`src/hdl/ptts_pkg.sv`:
```
// ----------------------------------------------------------------------------
// ptts_pkg
// Types and codes shared by the periodic task tick scheduler modules.
// ----------------------------------------------------------------------------
package ptts_pkg;

  localparam int unsigned IvBits = 18;

  typedef enum logic [2:0] {
    K_TICK    = 3'd0,
    K_ADD     = 3'd1,
    K_PAUSE   = 3'd2,
    K_RESTART = 3'd3,
    K_MODIFY  = 3'd4,
    K_REMOVE  = 3'd5,
    K_QUERY   = 3'd6,
    K_BAD     = 3'd7
  } kind_e;

  localparam logic [1:0] MODE_PAUSED   = 2'd0;
  localparam logic [1:0] MODE_PERIODIC = 2'd1;
  localparam logic [1:0] MODE_ONESHOT  = 2'd2;
  localparam logic [2:0] ADD_MODE_MAX  = 3'd5;

  localparam logic CFG_ENABLE  = 1'b0;
  localparam logic CFG_MAX_IV  = 1'b1;

  localparam logic [IvBits-1:0] MAX_IV_RESET = 18'd225000;

  typedef struct packed {
    logic [2:0]  kind;
    logic [7:0]  task_id;
    logic [23:0] interval;
    logic [2:0]  mode;
  } in_t;

  typedef struct packed {
    logic       reply_kind;
    logic [7:0] task_id_res;
    logic       error;
    logic       found;
    logic [1:0] task_mode;
    logic       last;
  } out_t;

  typedef struct packed {
    kind_e              kind;
    logic [7:0]         task_id;
    logic [IvBits-1:0]  iv;
    logic [1:0]         mode;
    logic               imm;
    logic               set_mode;
  } cmd_t;

  typedef enum logic [3:0] {
    S_IDLE = 4'b0001,
    S_SCAN = 4'b0010,
    S_PUSH = 4'b0100,
    S_TICK = 4'b1000
  } state_e;

endpackage

```
`src/hdl/ptts_front.sv`:
```
// ----------------------------------------------------------------------------
// ptts_front
// Accepts input beats, decodes them into commands and holds them in a
// two-entry queue for the back end.
// ----------------------------------------------------------------------------
module ptts_front import ptts_pkg::*; (
  input  logic              clk_i,
  input  logic              rst_ni,
  input  logic              in_valid_i,
  output logic              in_stall_o,
  input  in_t               in_i,
  input  logic [IvBits-1:0] max_iv_i,
  output logic              cmd_valid_o,
  output cmd_t              cmd_o,
  input  logic              cmd_pop_i
);

  cmd_t       dec;
  cmd_t       q_q [2];
  logic       wr_q, rd_q;
  logic [1:0] cnt_q;
  logic       push;

  always_comb begin
    dec.kind     = kind_e'(in_i.kind);
    dec.task_id  = in_i.task_id;
    if (in_i.interval == 24'd0 || in_i.interval > {6'd0, max_iv_i}) begin
      dec.iv = IvBits'(1);
    end else begin
      dec.iv = in_i.interval[IvBits-1:0];
    end
    dec.set_mode = (in_i.mode[1:0] == MODE_PERIODIC || in_i.mode[1:0] == MODE_ONESHOT)
                   && !in_i.mode[2];
    if (in_i.mode > ADD_MODE_MAX) begin
      dec.mode = MODE_PERIODIC;
      dec.imm  = 1'b0;
    end else begin
      dec.mode = in_i.mode[1:0];
      dec.imm  = in_i.mode[2];
    end
  end

  assign in_stall_o  = cnt_q[1];
  assign push        = in_valid_i && !cnt_q[1];
  assign cmd_valid_o = cnt_q != 2'd0;
  assign cmd_o       = q_q[rd_q];

  always_ff @(posedge clk_i or negedge rst_ni) begin
    if (!rst_ni) begin
      wr_q  <= 1'b0;
      rd_q  <= 1'b0;
      cnt_q <= 2'd0;
    end else begin
      if (push) begin
        wr_q <= !wr_q;
      end
      if (cmd_pop_i) begin
        rd_q <= !rd_q;
      end
      cnt_q <= cnt_q + 2'(push) - 2'(cmd_pop_i);
    end
  end

  always_ff @(posedge clk_i) begin
    if (push) begin
      q_q[wr_q] <= dec;
    end
  end

endmodule

```
`src/hdl/ptts_back.sv`:
```
// ----------------------------------------------------------------------------
// ptts_back
// Executes commands and ticks against the task slot table, walking one slot
// per cycle while the result port is not stalled, and drives the registered result port.
// ----------------------------------------------------------------------------
module ptts_back import ptts_pkg::*; #(
  parameter int unsigned TASK_SLOTS   = 8,
  parameter int unsigned COUNTER_BITS = 32
) (
  input  logic              clk_i,
  input  logic              rst_ni,
  input  logic              cfg_we_i,
  input  logic              cfg_idx_i,
  input  logic [IvBits-1:0] cfg_data_i,
  output logic [IvBits-1:0] max_iv_o,
  input  logic              cmd_valid_i,
  input  cmd_t              cmd_i,
  output logic              cmd_pop_o,
  output logic              out_valid_o,
  input  logic              out_stall_i,
  output out_t              out_o,
  output logic [$clog2(TASK_SLOTS+1)-1:0] count_o
);

  localparam int unsigned CW = $clog2(TASK_SLOTS + 1);
  localparam int unsigned IW = (TASK_SLOTS > 1) ? $clog2(TASK_SLOTS) : 1;
  localparam int unsigned CB = COUNTER_BITS;
  localparam int unsigned SW = COUNTER_BITS + IvBits;

  logic [7:0]        id_q  [TASK_SLOTS];
  logic [1:0]        md_q  [TASK_SLOTS];
  logic [IvBits-1:0] iv_q  [TASK_SLOTS];
  logic [CB-1:0]     due_q [TASK_SLOTS];

  state_e            state_q, state_d;
  logic              en_q;
  logic [IvBits-1:0] max_iv_q;
  logic [CB-1:0]     tick_q, tick_d;
  logic [CW-1:0]     cnt_q, cnt_d, i_q, i_d;
  cmd_t              cmd_q;
  out_t              rep_q, rep_d;
  logic              pend_v_q, pend_v_d;
  logic [7:0]        pend_id_q, pend_id_d;
  logic              out_valid_q;
  out_t              out_q, push_data;
  logic              push, can_push, in_range, fire;

  logic [IW-1:0]     ix, cx;
  logic [7:0]        cid;
  logic [1:0]        cmode;
  logic [IvBits-1:0] civ;
  logic [CB-1:0]     cdue, diff, due_cur, due_cmd, due_add;
  logic [SW-1:0]     sum_cur, sum_cmd, sum_add;

  logic              w_add, w_mode, w_iv, w_due, w_shift;
  logic [1:0]        w_mode_val;
  logic [CB-1:0]     w_due_val;

  assign ix       = i_q[IW-1:0];
  assign cx       = cnt_q[IW-1:0];
  assign cid      = id_q[ix];
  assign cmode    = md_q[ix];
  assign civ      = iv_q[ix];
  assign cdue     = due_q[ix];
  assign in_range = i_q < cnt_q;
  assign diff     = tick_q - cdue;
  assign fire     = in_range && cmode != MODE_PAUSED && !diff[CB-1];
  assign sum_cur  = SW'(tick_q) + SW'(civ);
  assign sum_cmd  = SW'(tick_q) + SW'(cmd_q.iv);
  assign sum_add  = SW'(tick_q) + (cmd_i.imm ? SW'(0) : SW'(cmd_i.iv));
  assign due_cur  = sum_cur[CB-1:0];
  assign due_cmd  = sum_cmd[CB-1:0];
  assign due_add  = sum_add[CB-1:0];
  assign can_push = !out_valid_q || !out_stall_i;

  always_comb begin
    state_d    = state_q;
    tick_d     = tick_q;
    cnt_d      = cnt_q;
    i_d        = i_q;
    rep_d      = rep_q;
    pend_v_d   = pend_v_q;
    pend_id_d  = pend_id_q;
    push       = 1'b0;
    push_data  = '0;
    cmd_pop_o  = 1'b0;
    w_add      = 1'b0;
    w_mode     = 1'b0;
    w_iv       = 1'b0;
    w_due      = 1'b0;
    w_shift    = 1'b0;
    w_mode_val = MODE_PAUSED;
    w_due_val  = due_cur;
    unique case (state_q)
      S_IDLE: begin
        if (cmd_valid_i) begin
          cmd_pop_o         = 1'b1;
          rep_d             = '0;
          rep_d.task_id_res = cmd_i.task_id;
          rep_d.last        = 1'b1;
          i_d               = '0;
          if (cmd_i.kind == K_TICK) begin
            if (en_q) begin
              tick_d   = tick_q + CB'(1);
              pend_v_d = 1'b0;
              state_d  = S_TICK;
            end
          end else if (!en_q || cmd_i.kind == K_BAD) begin
            rep_d.error = 1'b1;
            state_d     = S_PUSH;
          end else if (cmd_i.kind == K_ADD) begin
            if (cnt_q == CW'(TASK_SLOTS)) begin
              rep_d.error = 1'b1;
            end else begin
              w_add = 1'b1;
              cnt_d = cnt_q + CW'(1);
            end
            state_d = S_PUSH;
          end else if (cnt_q == '0) begin
            rep_d.error = 1'b1;
            state_d     = S_PUSH;
          end else begin
            state_d = S_SCAN;
          end
        end
      end
      S_SCAN: begin
        if (!in_range) begin
          rep_d.error = cmd_q.kind == K_MODIFY;
          state_d     = S_PUSH;
        end else if (cid == cmd_q.task_id) begin
          state_d = S_PUSH;
          unique case (cmd_q.kind)
            K_PAUSE: begin
              w_mode = 1'b1;
            end
            K_RESTART: begin
              w_mode     = 1'b1;
              w_mode_val = MODE_PERIODIC;
              w_due      = 1'b1;
            end
            K_MODIFY: begin
              w_mode     = cmd_q.set_mode;
              w_mode_val = cmd_q.mode;
              w_iv       = 1'b1;
              w_due      = 1'b1;
              w_due_val  = due_cmd;
            end
            K_REMOVE: begin
              w_shift = 1'b1;
              cnt_d   = cnt_q - CW'(1);
            end
            K_QUERY: begin
              rep_d.found     = 1'b1;
              rep_d.task_mode = cmode;
            end
            default: begin
            end
          endcase
        end else begin
          i_d = i_q + CW'(1);
        end
      end
      S_PUSH: begin
        if (can_push) begin
          push      = 1'b1;
          push_data = rep_q;
          state_d   = S_IDLE;
        end
      end
      S_TICK: begin
        push_data.reply_kind  = 1'b1;
        push_data.task_id_res = pend_id_q;
        if (!in_range) begin
          if (!pend_v_q) begin
            state_d = S_IDLE;
          end else if (can_push) begin
            push           = 1'b1;
            push_data.last = 1'b1;
            state_d        = S_IDLE;
          end
        end else if (fire) begin
          if (!pend_v_q || can_push) begin
            push      = pend_v_q;
            pend_v_d  = 1'b1;
            pend_id_d = cid;
            if (cmode == MODE_ONESHOT) begin
              w_shift = 1'b1;
              cnt_d   = cnt_q - CW'(1);
            end else begin
              w_due = 1'b1;
              i_d   = i_q + CW'(1);
            end
          end
        end else begin
          i_d = i_q + CW'(1);
        end
      end
      default: begin
        state_d = S_IDLE;
      end
    endcase
    if (cfg_we_i && cfg_idx_i == CFG_ENABLE && cfg_data_i[0] && !en_q) begin
      cnt_d = '0;
    end
  end

  always_ff @(posedge clk_i or negedge rst_ni) begin
    if (!rst_ni) begin
      state_q     <= S_IDLE;
      en_q        <= 1'b0;
      max_iv_q    <= MAX_IV_RESET;
      tick_q      <= '0;
      cnt_q       <= '0;
      i_q         <= '0;
      pend_v_q    <= 1'b0;
      out_valid_q <= 1'b0;
    end else begin
      state_q  <= state_d;
      tick_q   <= tick_d;
      i_q      <= i_d;
      pend_v_q <= pend_v_d;
      cnt_q    <= cnt_d;
      if (cfg_we_i && cfg_idx_i == CFG_ENABLE) begin
        en_q <= cfg_data_i[0];
      end
      if (cfg_we_i && cfg_idx_i == CFG_MAX_IV) begin
        max_iv_q <= cfg_data_i;
      end
      out_valid_q <= push || (out_valid_q && out_stall_i);
    end
  end

  always_ff @(posedge clk_i) begin
    rep_q     <= rep_d;
    pend_id_q <= pend_id_d;
    if (cmd_pop_o) begin
      cmd_q <= cmd_i;
    end
    if (push) begin
      out_q <= push_data;
    end
    if (w_add) begin
      id_q[cx]  <= cmd_i.task_id;
      md_q[cx]  <= cmd_i.mode;
      iv_q[cx]  <= cmd_i.iv;
      due_q[cx] <= due_add;
    end
    if (w_mode) begin
      md_q[ix] <= w_mode_val;
    end
    if (w_iv) begin
      iv_q[ix] <= cmd_q.iv;
    end
    if (w_due) begin
      due_q[ix] <= w_due_val;
    end
    if (w_shift) begin
      for (int j = 0; j < TASK_SLOTS - 1; j++) begin
        if (CW'(j) >= i_q) begin
          id_q[j]  <= id_q[j+1];
          md_q[j]  <= md_q[j+1];
          iv_q[j]  <= iv_q[j+1];
          due_q[j] <= due_q[j+1];
        end
      end
    end
  end

  assign out_valid_o = out_valid_q;
  assign out_o       = out_q;
  assign max_iv_o    = max_iv_q;
  assign count_o     = cnt_q;

endmodule

```
`src/hdl/periodic_task_tick_scheduler.sv`:
```
// A command beat waits in the front end queue until the back end is idle, is
// searched slot by slot where needed, and has its reply registered onto the result
// port. A tick walks every occupied slot when enabled, one slot per cycle while the
// result port is not stalled. The single slot walker takes no new beat until it is
// done with the last one. Reset clears the tick counter, task count and handshake
// state; slot contents are left as they are and are only read once written.
// ----------------------------------------------------------------------------
// periodic_task_tick_scheduler
// Top level: decoding front end with queue, slot table back end.
// ----------------------------------------------------------------------------
module periodic_task_tick_scheduler import ptts_pkg::*; #(
  parameter int unsigned TASK_SLOTS   = 8,
  parameter int unsigned COUNTER_BITS = 32
) (
  input  logic              clk_i,
  input  logic              rst_ni,
  input  logic              cfg_we_i,
  input  logic              cfg_idx_i,
  input  logic [IvBits-1:0] cfg_data_i,
  input  logic              in_valid_i,
  output logic              in_stall_o,
  input  in_t               in_i,
  output logic              out_valid_o,
  input  logic              out_stall_i,
  output out_t              out_o
);

  logic              cmd_valid, cmd_pop;
  cmd_t              cmd;
  logic [IvBits-1:0] max_iv;
  logic [$clog2(TASK_SLOTS+1)-1:0] count;

  ptts_front u_front (
    .clk_i       (clk_i),
    .rst_ni      (rst_ni),
    .in_valid_i  (in_valid_i),
    .in_stall_o  (in_stall_o),
    .in_i        (in_i),
    .max_iv_i    (max_iv),
    .cmd_valid_o (cmd_valid),
    .cmd_o       (cmd),
    .cmd_pop_i   (cmd_pop)
  );

  ptts_back #(
    .TASK_SLOTS   (TASK_SLOTS),
    .COUNTER_BITS (COUNTER_BITS)
  ) u_back (
    .clk_i       (clk_i),
    .rst_ni      (rst_ni),
    .cfg_we_i    (cfg_we_i),
    .cfg_idx_i   (cfg_idx_i),
    .cfg_data_i  (cfg_data_i),
    .max_iv_o    (max_iv),
    .cmd_valid_i (cmd_valid),
    .cmd_i       (cmd),
    .cmd_pop_o   (cmd_pop),
    .out_valid_o (out_valid_o),
    .out_stall_i (out_stall_i),
    .out_o       (out_o),
    .count_o     (count)
  );

`ifndef NO_ASSERTIONS
  a_count_bound : assert property (@(posedge clk_i) disable iff (!rst_ni)
    count <= ($clog2(TASK_SLOTS+1))'(TASK_SLOTS))
    else $error("task count exceeds slot table");

  a_reply_last : assert property (@(posedge clk_i) disable iff (!rst_ni)
    out_valid_o && !out_o.reply_kind |-> out_o.last)
    else $error("command reply not marked last");

  a_fire_clean : assert property (@(posedge clk_i) disable iff (!rst_ni)
    out_valid_o && out_o.reply_kind |-> !out_o.error && !out_o.found)
    else $error("fired beat carries reply fields");

  a_pop_only_valid : assert property (@(posedge clk_i) disable iff (!rst_ni)
    cmd_pop |-> cmd_valid)
    else $error("queue popped while empty");
`endif

endmodule
```
`config.mk`:
```
export PLATFORM = sky130hd
export DESIGN_NAME = periodic_task_tick_scheduler
export DESIGN_NICKNAME = d
export VERILOG_FILES = /design/src/hdl/ptts_pkg.sv /design/src/hdl/ptts_front.sv /design/src/hdl/ptts_back.sv /design/src/hdl/periodic_task_tick_scheduler.sv
export SDC_FILE = /design/constraint.sdc
export NUM_CORES = 1
export LEC_CHECK = 0
export BUFFER_PORTS_ARGS = -buffer_cell sky130_fd_sc_hd__buf_2
export CORE_MARGIN = 4
export CORE_UTILIZATION = 64
export DETAILED_ROUTE_END_ITERATION = 16
export GPL_TIMING_DRIVEN = 1
export PLACE_DENSITY = 0.79
export SYNTH_ARGS = -nofsm -noshare
export SYNTH_HDL_FRONTEND = slang
export SYNTH_SLANG_ARGS = --single-unit
export TNS_END_PERCENT = 10
```
`constraint.sdc`:
```
create_clock -name clk_i -period 11.85 [get_ports clk_i]
set_clock_uncertainty 0.2 [all_clocks]
set_input_delay 0.5925 -clock clk_i [delete_from_list [all_inputs] [get_ports clk_i]]
set_output_delay 0.5925 -clock clk_i [all_outputs]
set_load 0.005 [all_outputs]
```
==> results_dict.tcl <==
set metrics [dict create \
    status "finished clean" \
    initial_core_util_pct 64.66 \
    grt_max_degree 118 \
    setup_viol 0 \
    ys.warnings.count 0 \
    grt_most_used_layer "met2" \
    nNetsFinal 3268 \
    fmax_ghz 0.1285 \
    grt_pass1_vias 27291 \
    core_sq_um 56390 \
    rrSetupSlack_ns 4.07 \
    period_needed_ns 7.784 \
    slew_headroom_pct 7.477 \
    vdd_ir_drop_max_mv 0.1645 \
    synth_commonest_cells "604 x edfxtp_1, 280 x nand2_1, 274 x nor2_1" \
    post-synth-top-area-cell "edfxtp_1" \
    cts_resized 0 \
    cts-root-buf "clkbuf_16" \
    clock_latency_ns 0.62 \
    synth_edf_count 604 \
    cts.sinks 673 \
    synth_ff_type "edfxtp_1" \
    critical_path.cell_chain "buf_4, mux4_2, mux2i_1, ha_1, nand4_1, a2111oi_0, o21ai_0, a21boi_0, or4_4, a2111o_1, nand2_1, a21oi_1, nand2_1, o31ai_4, buf_4" \
    grtUsageTotal_pct 35.17 \
    synth_area_leaders "edfxtp_1 50%, mux4_2 7.1%, dfrtp_1 3.9%" \
    die_area_sq_um 60850 \
    critPathMaxStageDelay_ns 1.13 \
    avgSynthCellArea_sq_um 12.09 \
    syn_to_final_growth_pct 10.33 \
    clock_path_buffers 3 \
    die_h_um 246.7 \
    drive_gt1_share_pct 16.78 \
    setup_tns_ns 0 \
    grt_overflow 0 \
    row_count 87 \
    use_met3_pct 6.278 \
    met1_usage_pct 44.94 \
    rsz0062_at_grt "no" \
    finalWeightedCongestion 0.9858 \
    grt_util_met2_pct 57.62 \
    tightestPinTransition_ns 1.379 \
    die_w_um 246.7 \
    slowest_stage "dfrtp_4" \
    maxSlewViolCount 0 \
    syn-num-nets 3196 \
    hold_viol 0 \
    fin_crit_sh_pct 65.69 \
    routed_via_density 6.906 \
    io_pins 78 \
    startpoint_type "flip-flop" \
    yosysUniqueCellTypes 99 \
    io_buffers 77 \
    postRouteAntennaNets 0 \
    htree_levels 3 \
    drt_iter0_drc 3120 \
    drc 0 \
    synth_most_common_cell "edfxtp_1" \
    leakage_nw 15.43 \
    hpwl_mm 70.22 \
    cts_tree "yes" \
    wl_per_cell_um 27.38 \
    cts_buffers 72 \
    antenna_found_initial 1 \
    vias 26946 \
    ys_seq_area_share_pct 54.52 \
    pwr_density_cell_nw_per_um2 184.1 \
    hold_class "input pin to flip-flop" \
    cap_violations 0 \
    diodes 0 \
    arrival_ns 7.83 \
    synth_top_area_share_pct 49.75 \
    ys_ff_latch 673 \
    syn-instance-count 3016 \
    grt_first_pass_wirelength_mm 161.4 \
    critPathKind "flip-flop to flip-flop" \
    cp.required_ns 11.90 \
    routed_wl_mm 106.9 \
    cp-end-kind "flip-flop" \
    critPathMaxFanout 62 \
    finalHoldWorstSlack_ns 0.01945 \
    drt_pass1_iterations 6 \
    path_clk_slew_ns 0.06 \
    synth_area_sq_um 36460 \
    synthArstFlopShare_pct 10.25 \
]
-- cell families (layout without fill, tap and decap cells) --
kind of cell	count (synthesis)	after routing	synth area share, %
AND/OR/NAND/NOR	834	834	10.47
buffers and inverters	284	414	3.192
multiplexers	324	324	13.23
flip-flops	673	673	54.52
XOR/XNOR	87	87	2.090
AO/OA/AOI/OAI	696	696	12.36
adder cells (fa/ha/maj)	118	118	4.132
-- cell usage in the layout, fill, tap and decap left out, drive strengths merged, types with 28 or more instances in the layout --
master,instances
a21o,40
a21oi,227
a221o,39
and3,32
buf,137
clkbuf,99
dfrtp,57
edfxtp,604
ha,114
inv,122
mux2,105
mux2i,104
mux4,115
nand2,281
nand3,42
nand4,28
nor2,280
nor2b,35
nor3,35
o21ai,176
xnor2,60
-- metrics by stage --
stage                     setup WS, ns  cells  total power (W)  instance area, sq um  util [%]
final                            4.066   3902         0.007406                 40230     71.34
after global routing             3.905   3902         0.007705                 40230     71.34
after CTS                        4.267   3902         0.007389                 40230     71.34
after detailed placement         4.303   3747         0.005201                 37720     66.90
after global placement           4.517   3747         0.005112                 37720     66.90
after floorplan                  2.805   3016         0.004564                 36460         -
-- per-layer routing --
metal | wire, um | vias to the layer above
li1 | - | 11615
met1 | 38080 | 13180
met2 | 50870 | 1721
met3 | 10780 | 430
met4 | 7131 | 0
met5 | 0 | -
-- critical path: cells and delay by family, from the launching register on --
family	cells	cell delay, ns
AOI/OAI and AO/OA	6	2.47
adders and majority gates	1	0.24
buffers and inverters	2	1.28
DFF	1	1.13
muxes	2	0.69
and+or+nand+nor	4	1.28
-- state kept, by name (all words and copies together), names as in the netlist --
register	cells
u_back.id_q	64
u_back.rep_q	12
u_front.wr_q	1
u_back.out_o	14
u_back.cmd_q	24
u_back.state_q	4
u_back.out_valid_o	1
u_back.iv_q	144
u_back.due_q	256
u_front.rd_q	1
u_front.q_q	66
u_back.count_o	4
u_back.pend_v_q	1
u_back.pend_id_q	8
u_back.max_iv_o	18
u_front.cnt_q	2
u_back.tick_q	32
u_back.md_q	16
u_back.i_q	4
u_back.en_q	1
-- final timing paths --
| kind | startpoint | endpoint | depth (start not counted) |
|---|---|---|---|
| max in group asynchronous | rst_ni | u_back.i_q[1] | 3 |
| min in group asynchronous | rst_ni | u_back.max_iv_o[15] | 2 |
| min reg2reg | u_back.max_iv_o[12] | u_back.max_iv_o[12] | 1 |
| max | u_back.i_q[1] | u_back.due_q[2][26] | 15 |
| min | cfg_data_i[12] | u_back.max_iv_o[12] | 2 |
| max reg2reg | u_back.i_q[1] | u_back.due_q[2][26] | 15 |
-- area by class of cell --
class / count / area, sq um
clock buffer: 99 / 2017
clock inverter: 33 / 257.7
fill: 3902 / 16160
inverter: 122 / 457.9
multi-input combinational: 2059 / 15580
sequential: 673 / 19890
tap: 756 / 945.9
timing repair buffer: 160 / 1081
-- where the power goes --
group	total, W	leakage, nW	internal, W	switching (W)
clock	0.00220	1.11	0.00126	0.000944
combinational	0.00207	7.82	0.000782	0.00129
sequential	0.00313	6.50	0.00301	0.000115
-- what timing repair did --
action	CTS	global route
buffers inserted	0	0
hold buffers	23	0
endpoints found under the hold margin	44	0
(Power assumes the default switching activity.)
